File: config.mk
export PLATFORM = sky130hd
export DESIGN_NAME = keypad_debounce_event_engine_flat
export DESIGN_NICKNAME = d
export VERILOG_FILES = /design/src/rtl/kde_pkg.sv /design/src/rtl/kde_snap_if.sv /design/src/rtl/kde_event_if.sv /design/src/rtl/keypad_debounce_event_engine.sv /design/src/rtl/kde_ram.sv /design/src/rtl/kde_fifo.sv /design/src/rtl/kde_front.sv /design/src/rtl/kde_back.sv /design/src/flat_wrapper.sv
export VERILOG_INCLUDE_DIRS = /design/src /design/src/rtl
export SDC_FILE = /design/constraint.sdc
export NUM_CORES = 1
export LEC_CHECK = 0
export BUFFER_PORTS_ARGS = -buffer_cell sky130_fd_sc_hd__buf_2
export CAP_MARGIN = 15
export CORE_ASPECT_RATIO = 1.75
export CORE_UTILIZATION = 63
export DETAILED_ROUTE_END_ITERATION = 8
export GPL_TIMING_DRIVEN = 0
export MAX_ROUTING_LAYER = met4
export PLACE_DENSITY = 0.92
export SYNTH_ARGS = -nofsm -noshare
export SYNTH_HDL_FRONTEND = slang
export SYNTH_HIERARCHICAL = 1
export SYNTH_SLANG_ARGS = --single-unit
File: constraint.sdc
create_clock -name i_clk -period 10.1 [get_ports i_clk]
set_input_delay 1.01 -clock i_clk [delete_from_list [all_inputs] [get_ports i_clk]]
set_output_delay 1.01 -clock i_clk [all_outputs]
set_load 0.01 [all_outputs]
File: src/rtl/assert_macros.svh
// assertion macros shared by the keypad debounce rtl
// no dependencies; included by the modules that carry checks
`ifndef ASSERT_MACROS_SVH
`define ASSERT_MACROS_SVH

// same-cycle implication, disabled during reset
`define KDE_ASSERT_IMP(lbl, clk, rst_n, ante, cons) \
    lbl: assert property (@(posedge clk) disable iff (!rst_n) (ante) |-> (cons)) \
        else $error("assertion failed");

// next-cycle implication, disabled during reset
`define KDE_ASSERT_NXT(lbl, clk, rst_n, ante, cons) \
    lbl: assert property (@(posedge clk) disable iff (!rst_n) (ante) |=> (cons)) \
        else $error("assertion failed");

`endif

File: src/rtl/kde_pkg.sv
// types and constants for the keypad debounce event engine
// no dependencies; imported by the interfaces and by every module but kde_ram
package kde_pkg;

    localparam int NUM_KEYS_DEF   = 29;
    localparam int FIFO_DEPTH_DEF = 4;
    localparam int RAW_W          = 29;
    localparam int TIME_W         = 32;
    localparam int KEY_W          = 5;
    localparam int DEB_W          = 8;
    localparam logic [DEB_W-1:0] DEBOUNCE_RESET = 8'd1;
    localparam logic [DEB_W-1:0] DEBOUNCE_MIN   = 8'd1;

    typedef enum logic [1:0] {
        PH_IDLE     = 2'd0,
        PH_PRESSED  = 2'd1,
        PH_RELEASED = 2'd2
    } t_phase;

    typedef enum logic [1:0] {
        S_IDLE,
        S_WALK,
        S_FLUSH
    } t_walk_state;

    localparam logic EV_PRESSED  = 1'b0;
    localparam logic EV_RELEASED = 1'b1;

    typedef struct packed {
        logic [KEY_W-1:0] key_index;
        logic             new_state;
        logic             last_event;
    } t_event;

endpackage

File: src/rtl/kde_snap_if.sv
// snapshot channel: valid/ready plus raw bitmap and timestamp
// depends on kde_pkg
interface kde_snap_if
    import kde_pkg::*;
();
    logic              valid;
    logic              ready;
    logic [RAW_W-1:0]  raw_pressed;
    logic [TIME_W-1:0] now_time;

    modport source (output valid, output raw_pressed, output now_time, input ready);
    modport sink   (input valid, input raw_pressed, input now_time, output ready);
endinterface

File: src/rtl/kde_event_if.sv
// event channel: valid/ready plus key number, new state and last marker
// depends on kde_pkg
interface kde_event_if
    import kde_pkg::*;
();
    logic             valid;
    logic             ready;
    logic [KEY_W-1:0] key_index;
    logic             new_state;
    logic             last_event;

    modport source (output valid, output key_index, output new_state, output last_event,
                    input ready);
    modport sink   (input valid, input key_index, input new_state, input last_event,
                    output ready);
endinterface

File: src/rtl/keypad_debounce_event_engine.sv
// Keypad debounce event engine. Each accepted snapshot (raw key bitmap plus a
// millisecond timestamp) is walked one key per cycle over the per-key
// start-time ram, holding only while the event queue is full, then a flush
// step ends it; the next snapshot is taken only once walk and flush are done.
// Events leave in key order, one per word, the last of a snapshot marked by
// last_event; a snapshot with no events produces no words.
// depends on kde_pkg, kde_snap_if, kde_event_if, kde_front, kde_fifo, kde_back
module keypad_debounce_event_engine
    import kde_pkg::*;
#(
    parameter int NUM_KEYS   = NUM_KEYS_DEF,
    parameter int FIFO_DEPTH = FIFO_DEPTH_DEF
) (
    input  logic             i_clk,
    input  logic             i_rst_n,
    kde_snap_if.sink         i_snap,
    kde_event_if.source      o_event,
    input  logic             i_cfg_we,
    input  logic [DEB_W-1:0] i_cfg_wdata
);
    logic   push, pop, full, empty;
    t_event push_data, pop_data;

    kde_front #(
        .NUM_KEYS (NUM_KEYS)
    ) u_front (
        .i_clk       (i_clk),
        .i_rst_n     (i_rst_n),
        .i_snap      (i_snap),
        .i_cfg_we    (i_cfg_we),
        .i_cfg_wdata (i_cfg_wdata),
        .i_full      (full),
        .o_push      (push),
        .o_push_data (push_data)
    );

    kde_fifo #(
        .DEPTH (FIFO_DEPTH)
    ) u_fifo (
        .i_clk   (i_clk),
        .i_rst_n (i_rst_n),
        .i_push  (push),
        .i_data  (push_data),
        .i_pop   (pop),
        .o_data  (pop_data),
        .o_full  (full),
        .o_empty (empty)
    );

    kde_back u_back (
        .i_clk   (i_clk),
        .i_rst_n (i_rst_n),
        .i_data  (pop_data),
        .i_empty (empty),
        .o_pop   (pop),
        .o_event (o_event)
    );
endmodule

File: src/rtl/kde_ram.sv
// generic single write, single read ram with registered read data
// no dependencies
module kde_ram #(
    parameter int WIDTH = 32,
    parameter int DEPTH = 32,
    localparam int AW   = (DEPTH > 1) ? $clog2(DEPTH) : 1
) (
    input  logic             i_clk,
    input  logic             i_we,
    input  logic [AW-1:0]    i_waddr,
    input  logic [WIDTH-1:0] i_wdata,
    input  logic [AW-1:0]    i_raddr,
    output logic [WIDTH-1:0] o_rdata
);
    logic [WIDTH-1:0] r_mem [DEPTH];
    logic [WIDTH-1:0] r_rdata;

    always_ff @(posedge i_clk) begin
        if (i_we) begin
            r_mem[i_waddr] <= i_wdata;
        end
        r_rdata <= r_mem[i_raddr];
    end

    assign o_rdata = r_rdata;
endmodule

File: src/rtl/kde_fifo.sv
// short event queue between the key walker and the output stage
// depends on kde_pkg and assert_macros.svh
`include "assert_macros.svh"
module kde_fifo
    import kde_pkg::*;
#(
    parameter int DEPTH = FIFO_DEPTH_DEF,
    localparam int PW   = (DEPTH > 1) ? $clog2(DEPTH) : 1
) (
    input  logic   i_clk,
    input  logic   i_rst_n,
    input  logic   i_push,
    input  t_event i_data,
    input  logic   i_pop,
    output t_event o_data,
    output logic   o_full,
    output logic   o_empty
);
    t_event        r_mem [DEPTH];
    logic [PW-1:0] r_wr, n_wr;
    logic [PW-1:0] r_rd, n_rd;
    logic [PW:0]   r_cnt, n_cnt;

    always_comb begin
        n_wr  = r_wr;
        n_rd  = r_rd;
        n_cnt = r_cnt;
        if (i_push) begin
            n_wr = (r_wr == PW'(DEPTH - 1)) ? '0 : r_wr + 1'b1;
        end
        if (i_pop) begin
            n_rd = (r_rd == PW'(DEPTH - 1)) ? '0 : r_rd + 1'b1;
        end
        if (i_push && !i_pop) begin
            n_cnt = r_cnt + 1'b1;
        end else if (!i_push && i_pop) begin
            n_cnt = r_cnt - 1'b1;
        end
    end

    always_ff @(posedge i_clk) begin
        if (!i_rst_n) begin
            r_wr  <= '0;
            r_rd  <= '0;
            r_cnt <= '0;
        end else begin
            r_wr  <= n_wr;
            r_rd  <= n_rd;
            r_cnt <= n_cnt;
        end
    end

    always_ff @(posedge i_clk) begin
        if (i_push) begin
            r_mem[r_wr] <= i_data;
        end
    end

    assign o_data  = r_mem[r_rd];
    assign o_full  = (r_cnt == (PW+1)'(DEPTH));
    assign o_empty = (r_cnt == '0);

    `KDE_ASSERT_IMP(a_no_push_full, i_clk, i_rst_n, i_push, !o_full || i_pop)
    `KDE_ASSERT_IMP(a_no_pop_empty, i_clk, i_rst_n, i_pop, !o_empty)
endmodule

File: src/rtl/kde_front.sv
// key walker: takes a snapshot, debounces one key per cycle unless stalled by a full queue, queues events
// depends on kde_pkg, kde_snap_if, kde_ram and assert_macros.svh
`include "assert_macros.svh"
module kde_front
    import kde_pkg::*;
#(
    parameter int NUM_KEYS = NUM_KEYS_DEF,
    localparam int KW      = (NUM_KEYS > 1) ? $clog2(NUM_KEYS) : 1
) (
    input  logic             i_clk,
    input  logic             i_rst_n,
    kde_snap_if.sink         i_snap,
    input  logic             i_cfg_we,
    input  logic [DEB_W-1:0] i_cfg_wdata,
    input  logic             i_full,
    output logic             o_push,
    output t_event           o_push_data
);
    t_walk_state        r_state, n_state;
    logic [KW-1:0]      r_key, n_key;
    logic [RAW_W-1:0]   r_raw;
    logic [TIME_W-1:0]  r_now;
    logic [DEB_W-1:0]   r_deb;
    logic [NUM_KEYS-1:0] r_stable;
    logic [NUM_KEYS-1:0] r_pend;
    t_phase             r_phase [NUM_KEYS];
    t_event             r_hold;
    logic               r_hold_vld;

    logic [RAW_W+NUM_KEYS-1:0] raw_ext;
    logic [KEY_W+KW-1:0]       key_ext;
    logic [TIME_W-1:0]         start_time;
    logic [TIME_W-1:0]         elapsed;
    logic                      lvl, stab, pend, differ, toggle;
    logic                      new_stab, new_pend, wr_start;
    t_phase                    new_phase;
    logic                      ev_vld, ev_state;
    logic                      last_key, stall, step;

    assign raw_ext = {{NUM_KEYS{1'b0}}, r_raw};
    assign key_ext = {{KEY_W{1'b0}}, r_key};
    assign lvl     = raw_ext[r_key];
    assign stab    = r_stable[r_key];
    assign pend    = r_pend[r_key];
    assign differ  = (lvl != stab);
    assign elapsed = r_now - start_time;
    assign toggle  = differ && pend && (elapsed >= TIME_W'(r_deb));
    assign new_stab = stab ^ toggle;
    assign new_pend = differ && !toggle;
    assign wr_start = differ && !pend;
    assign last_key = (r_key == KW'(NUM_KEYS - 1));

    always_comb begin
        new_phase = PH_IDLE;
        ev_vld    = 1'b0;
        ev_state  = EV_PRESSED;
        case (r_phase[r_key])
            PH_IDLE: begin
                if (new_stab) begin
                    new_phase = PH_PRESSED;
                    ev_vld    = 1'b1;
                    ev_state  = EV_PRESSED;
                end
            end
            PH_PRESSED: begin
                new_phase = PH_PRESSED;
                if (!new_stab) begin
                    new_phase = PH_RELEASED;
                    ev_vld    = 1'b1;
                    ev_state  = EV_RELEASED;
                end
            end
            default: begin
                new_phase = PH_IDLE;
            end
        endcase
    end

    // next state
    always_comb begin
        n_state = r_state;
        case (r_state)
            S_IDLE: begin
                if (i_snap.valid) begin
                    n_state = S_WALK;
                end
            end
            S_WALK: begin
                if (!stall && last_key) begin
                    n_state = S_FLUSH;
                end
            end
            S_FLUSH: begin
                if (!stall) begin
                    n_state = S_IDLE;
                end
            end
            default: begin
                n_state = S_IDLE;
            end
        endcase
    end

    // outputs
    always_comb begin
        i_snap.ready = 1'b0;
        stall        = 1'b0;
        step         = 1'b0;
        o_push       = 1'b0;
        o_push_data  = '{key_index: r_hold.key_index, new_state: r_hold.new_state,
                         last_event: 1'b0};
        case (r_state)
            S_IDLE: begin
                i_snap.ready = 1'b1;
            end
            S_WALK: begin
                stall  = ev_vld && r_hold_vld && i_full;
                step   = !stall;
                o_push = ev_vld && r_hold_vld && !i_full;
            end
            S_FLUSH: begin
                stall  = r_hold_vld && i_full;
                o_push = r_hold_vld && !i_full;
                o_push_data.last_event = 1'b1;
            end
            default: begin
                i_snap.ready = 1'b0;
            end
        endcase
    end

    assign n_key = (step && !last_key) ? r_key + 1'b1 : (step ? '0 : r_key);

    kde_ram #(
        .WIDTH (TIME_W),
        .DEPTH (NUM_KEYS)
    ) u_start_ram (
        .i_clk   (i_clk),
        .i_we    (step && wr_start),
        .i_waddr (r_key),
        .i_wdata (r_now),
        .i_raddr (n_key),
        .o_rdata (start_time)
    );

    always_ff @(posedge i_clk) begin
        if (!i_rst_n) begin
            r_state    <= S_IDLE;
            r_key      <= '0;
            r_deb      <= DEBOUNCE_RESET;
            r_stable   <= '0;
            r_pend     <= '0;
            r_hold_vld <= 1'b0;
            for (int i = 0; i < NUM_KEYS; i++) begin
                r_phase[i] <= PH_IDLE;
            end
        end else begin
            r_state <= n_state;
            r_key   <= n_key;
            if (i_cfg_we) begin
                r_deb <= (i_cfg_wdata == '0) ? DEBOUNCE_MIN : i_cfg_wdata;
            end
            if (step) begin
                r_stable[r_key] <= new_stab;
                r_pend[r_key]   <= new_pend;
                r_phase[r_key]  <= new_phase;
                if (ev_vld) begin
                    r_hold_vld <= 1'b1;
                end
            end
            if (r_state == S_FLUSH && !stall) begin
                r_hold_vld <= 1'b0;
            end
        end
    end

    always_ff @(posedge i_clk) begin
        if (r_state == S_IDLE && i_snap.valid) begin
            r_raw <= i_snap.raw_pressed;
            r_now <= i_snap.now_time;
        end
        if (step && ev_vld) begin
            r_hold.key_index  <= key_ext[KEY_W-1:0];
            r_hold.new_state  <= ev_state;
            r_hold.last_event <= 1'b0;
        end
    end

    `KDE_ASSERT_IMP(a_idle_no_hold, i_clk, i_rst_n, r_state == S_IDLE, !r_hold_vld)
    `KDE_ASSERT_NXT(a_walk_adv, i_clk, i_rst_n, step && !last_key, r_key == $past(r_key) + 1'b1)
endmodule

File: src/rtl/kde_back.sv
// output stage: drains the event queue into a registered event word
// depends on kde_pkg and kde_event_if
module kde_back
    import kde_pkg::*;
(
    input  logic       i_clk,
    input  logic       i_rst_n,
    input  t_event     i_data,
    input  logic       i_empty,
    output logic       o_pop,
    kde_event_if.source o_event
);
    logic   r_vld;
    t_event r_data;

    assign o_pop = !i_empty && (!r_vld || o_event.ready);

    always_ff @(posedge i_clk) begin
        if (!i_rst_n) begin
            r_vld <= 1'b0;
        end else if (o_pop) begin
            r_vld <= 1'b1;
        end else if (o_event.ready) begin
            r_vld <= 1'b0;
        end
    end

    always_ff @(posedge i_clk) begin
        if (o_pop) begin
            r_data <= i_data;
        end
    end

    assign o_event.valid      = r_vld;
    assign o_event.key_index  = r_data.key_index;
    assign o_event.new_state  = r_data.new_state;
    assign o_event.last_event = r_data.last_event;
endmodule
File: src/flat_wrapper.sv
// flat-port wrapper written by rule: the top's interface ports become plain ports
module keypad_debounce_event_engine_flat import kde_pkg::*;
#(
    parameter int NUM_KEYS   = NUM_KEYS_DEF,
    parameter int FIFO_DEPTH = FIFO_DEPTH_DEF
)
  (i_clk, i_rst_n, i_cfg_we, i_cfg_wdata, i_snap_valid, i_snap_raw_pressed, i_snap_now_time, i_snap_ready, o_event_valid, o_event_key_index, o_event_new_state, o_event_last_event, o_event_ready);
  kde_snap_if i_snap_i ();
  kde_event_if o_event_i ();
  input  logic i_clk;
  input  logic i_rst_n;
  input  logic i_cfg_we;
  input  logic [DEB_W-1:0] i_cfg_wdata;
  input wire logic [$bits(i_snap_i.valid)-1:0] i_snap_valid;
  input wire logic [$bits(i_snap_i.raw_pressed)-1:0] i_snap_raw_pressed;
  input wire logic [$bits(i_snap_i.now_time)-1:0] i_snap_now_time;
  output wire logic [$bits(i_snap_i.ready)-1:0] i_snap_ready;
  output wire logic [$bits(o_event_i.valid)-1:0] o_event_valid;
  output wire logic [$bits(o_event_i.key_index)-1:0] o_event_key_index;
  output wire logic [$bits(o_event_i.new_state)-1:0] o_event_new_state;
  output wire logic [$bits(o_event_i.last_event)-1:0] o_event_last_event;
  input wire logic [$bits(o_event_i.ready)-1:0] o_event_ready;
  assign i_snap_i.valid = i_snap_valid;
  assign i_snap_i.raw_pressed = i_snap_raw_pressed;
  assign i_snap_i.now_time = i_snap_now_time;
  assign i_snap_ready = i_snap_i.ready;
  assign o_event_valid = o_event_i.valid;
  assign o_event_key_index = o_event_i.key_index;
  assign o_event_new_state = o_event_i.new_state;
  assign o_event_last_event = o_event_i.last_event;
  assign o_event_i.ready = o_event_ready;
  keypad_debounce_event_engine #(.NUM_KEYS(NUM_KEYS), .FIFO_DEPTH(FIFO_DEPTH)) u_core (.i_clk(i_clk), .i_rst_n(i_rst_n), .i_snap(i_snap_i), .o_event(o_event_i), .i_cfg_we(i_cfg_we), .i_cfg_wdata(i_cfg_wdata));
endmodule
==> run metrics <==
Setup Viol. Count Final=13; GRT Total Usage=0.388; Clk pin slew, worst setup/hold paths=70 ps; post-synthesis sequential area ratio=0.715; Worst Skew=approximately 46 ps; Commonest cells post-synth=1094 x edfxtp_1, 204 x mux4_2, 203 x mux2i_1; fillcell total=4175; Synth Net Count=2970; Pleak=approximately 18 nW; vias in the first global route=31301; total global routing overflow=0; VDD IR-drop max=about 0.2 mV; GPL Wtd Cong=1.04; asr flop ratio synth=0; H-tree Lvls=3; Starting Density=0.636; Cell Int Power=0.00838 W; CTS Root Cell=clkbuf_16; CP arrival=10940 ps; first-pass iteration count of the detailed router=7; via/cell ratio=around 7.4; synthesized cell area=0.0492 mm²; final period demand of the worst path=10380 ps; post-synth top area share=0.668; failing checks=setup timing; Hold Path Sink=u_core/u_front/r_stable[24]; DR iter-0 viols=4762; reg2reg end=u_core/u_front/u_start_ram/o_rdata[29]; slowest CP cell=edfxtp_1; number of synthesized flops with an enable pin=1094; placed inst area=between 0.05 and 0.06 mm²; largest net degree at the start of global routing=44; Buf/Inv on CP=3; total CTS buffers=96; Post-synth top flop=edfxtp_1; Clk pwr share=0.367; worst r2r path cells=24; largest cells by area after synthesis=edfxtp_1 67%, mux4_2 9.3%, dfxtp_1 4.7%, mux2i_1 4.1%, nand2_1 1.4%; WL final=146000 µm; Worst Path Class, Setup=flip-flop to flip-flop; site row count=approximately 140; clk sink count=1210; Top Family by Delay on Critical Path=simple AND/OR/NAND/NOR gates; # Max-Cap Violations=0; Post-Syn Area per Cell=17.3 µm²; CP endpoint kind=flip-flop; Worst Path Required=10660 ps; Hold Worst Slack=465 ps; most frequent cell after synthesis=edfxtp_1; DRC violations left=0; Worst R2R Start=u_core/u_front/r_now[0]; Final TNS setup=-1400 ps; Hold Path Class=flip-flop to flip-flop; post-synthesis cell type count=83; Die Ht=between 300 and 400 µm; CTS tree=yes; Port-buffer cells=just over 80; CP peak stage delay=780 ps; core region area=0.0774 mm²; Die X=213 µm; area leader, netlist=edfxtp_1; cts hold-fix bufs=0; Slew headroom=0.0808; sw frac=0.255; post-route worst setup slack=-278 ps; slack of the worst reg-to-reg path=-280 ps; area grow syn2layout=12.6%; Via Count=approximately 30000; full die area=~0.079 mm²; Final Core Density=0.716; Least-Margin Pin Slew=roughly 1400 ps; Hold Fails Final Rpt=0; HP Start=u_core/u_front/r_stable[24]; P per Cell Area=203 mW/mm²; crit start category=flip-flop; Slew Viols, Final=0; Max FO, Critical Path=16; Ys Warns=6; fmax=96.4 MHz; Detail Route Antenna Nets=0; final net count=3186; critical path cell sequence=inv_1 -> ha_1 -> fa_1 -> and2b_1 -> o2111ai_2 -> nand2_1 -> xor2_1 -> ha_1 -> a21o_1 -> a21oi_1 -> nand4_1 -> nor4_1 -> nand4_1 -> nor4_4 -> a31oi_4 -> mux2i_4 -> mux2i_1 -> nand3_1 -> o2bb2ai_1 -> buf_1 -> clkbuf_1 -> o21ai_0 -> a211oi_1 -> a21oi_1; Top-Level Pins=just over 80; layout cells sized above 1=0.205; #FFs+latches synth=approximately 1200; WL/cell=35.0 µm; CTS Buffer Depth=3; Comb power frac=0.125; Overall Power=0.0112 W; Hold Crit Depth=2; hpwl dp=approximately 90000 µm; Final period util=1.03; worst skew pair latency=between 700 and 800 ps; first-pass GRT wire length=210000 µm; Sw Pwr=0.00287 W; initial antenna violation count=3; fin area=0.0554 mm²; outcome=finished with violations; Cells after Synth=2842; sequential group share of total power=0.507
==> worst min-delay path, delay by kind of cell (launching register included) <==
kind | cells | cell delay, ps
DFF | 1 | 310
muxes | 1 | 60
and+or+nand+nor | 1 | 50
==> area by class of cell <==
type,instances,area [µm²],area share
tap,1027,1280,0.0232
buffer,158,838,0.0151
inverter,61,229,0.00414
sequential,1210,35200,0.635
multi-input combinational,1412,13200,0.238
timing repair buffer,119,1220,0.0221
clock buffer,120,2670,0.0482
clock inverter,62,778,0.0141
antenna,2,5.00,0.0000904
==> worst max-delay path by stage <==
stage | start | endpoint | slack (ps) | cells after the start
3_3_place_gp | u_core/u_front/r_now[6] | u_core/u_front/u_start_ram/r_mem[16][28] | -550 | 19
2_1_floorplan | u_core/u_front/r_now[0] | u_core/u_front/u_start_ram/r_mem[12][0] | 2850 | 22
5_1_grt | u_core/u_front/r_now[0] | u_core/u_front/u_start_ram/o_rdata[29] | -8 | 24
6_report | u_core/u_front/r_now[0] | u_core/u_front/u_start_ram/o_rdata[29] | -280 | 24
4_1_cts | u_core/u_front/r_now[0] | u_core/u_front/u_start_ram/o_rdata[30] | 80 | 27
3_5_place_dp | u_core/u_front/r_now[0] | u_core/u_front/u_start_ram/o_rdata[30] | 590 | 27
==> cells by family (layout without fill, tap and decap cells) <==
kind of cell / count (synthesis) / after routing / share of synthesized area
flops: 1210 / 1210 / 0.715
simple gates: 498 / 498 / 0.0511
compound gates: 428 / 428 / 0.0580
mux: 412 / 412 / 0.136
buf+inv: 220 / 520 / 0.0218
fa+ha+maj: 54 / 54 / 0.0140
xor+xnor: 20 / 20 / 0.00356
other cells: 0 / 2 / 0
==> power by group through the flow <==
stage / Combinational (W) / Sequential [W] / Clock, W
floorplan: 0.000916 / 0.00577 / 0
global placement: 0.00125 / 0.00579 / 0
detailed placement: 0.00131 / 0.00581 / 0
CTS: 0.00135 / 0.00571 / 0.00414
global route: 0.00147 / 0.00571 / 0.00430
finish: 0.00141 / 0.00571 / 0.00413
==> metal layers <==
layer,up-vias,GRT usage,part of all wire
met3,928,0.0672,0.098
met2,3147,0.647,0.51
met1,15071,0.405,0.29
met4,0,0.305,0.098
li1,11751,-,-
met5,-,-,0
==> what timing repair did <==
item / 4_1_cts / 5_1_grt
resized for setup: 0 / 0
buffers inserted: 0 / 5
endpoints found under the setup margin: 0 / 18
==> through the flow <==
step	setup slack, ps	std cells
floorplan	2850	2842
global placement	-549	3950
detailed placement	593	3980
CTS	84.0	4162
global route	-7.71	4171
finish	-278	4171
==> registers in the layout, summed over array words and instances (netlist names), 3 cells and up, named ones only <==
register                            cells
u_core/u_front/u_start_ram/r_mem      928
u_core/u_front/r_phase                 64
u_core/u_front/r_now                   32
u_core/u_front/u_start_ram/o_rdata     32
u_core/u_front/r_pend                  29
u_core/u_front/r_raw                   29
u_core/u_front/r_stable                29
u_core/u_fifo/r_mem                    28
u_core/u_front/r_deb                    8
u_core/u_front/o_push_data              6
u_core/u_back/o_event.key_index         5
u_core/u_front/r_key                    5
u_core/u_fifo/r_cnt                     3
==> cells in the final DEF (no fill, tap or decap), types with 21 or more instances in the layout <==
cell	instances
clkbuf_16	101
a22o_1	37
a211oi_1	70
nor2_4	29
clkbuf_1	89
ha_1	52
or3_4	22
nand2_1	182
o22ai_1	33
mux2i_1	203
buf_2	122
nor2_1	94
o21ai_0	90
a22oi_1	39
mux4_2	204
dfxtp_1	116
a21oi_1	78
nor3_1	21
inv_1	61
edfxtp_1	1094
Power figures use the tool's default switching activity.
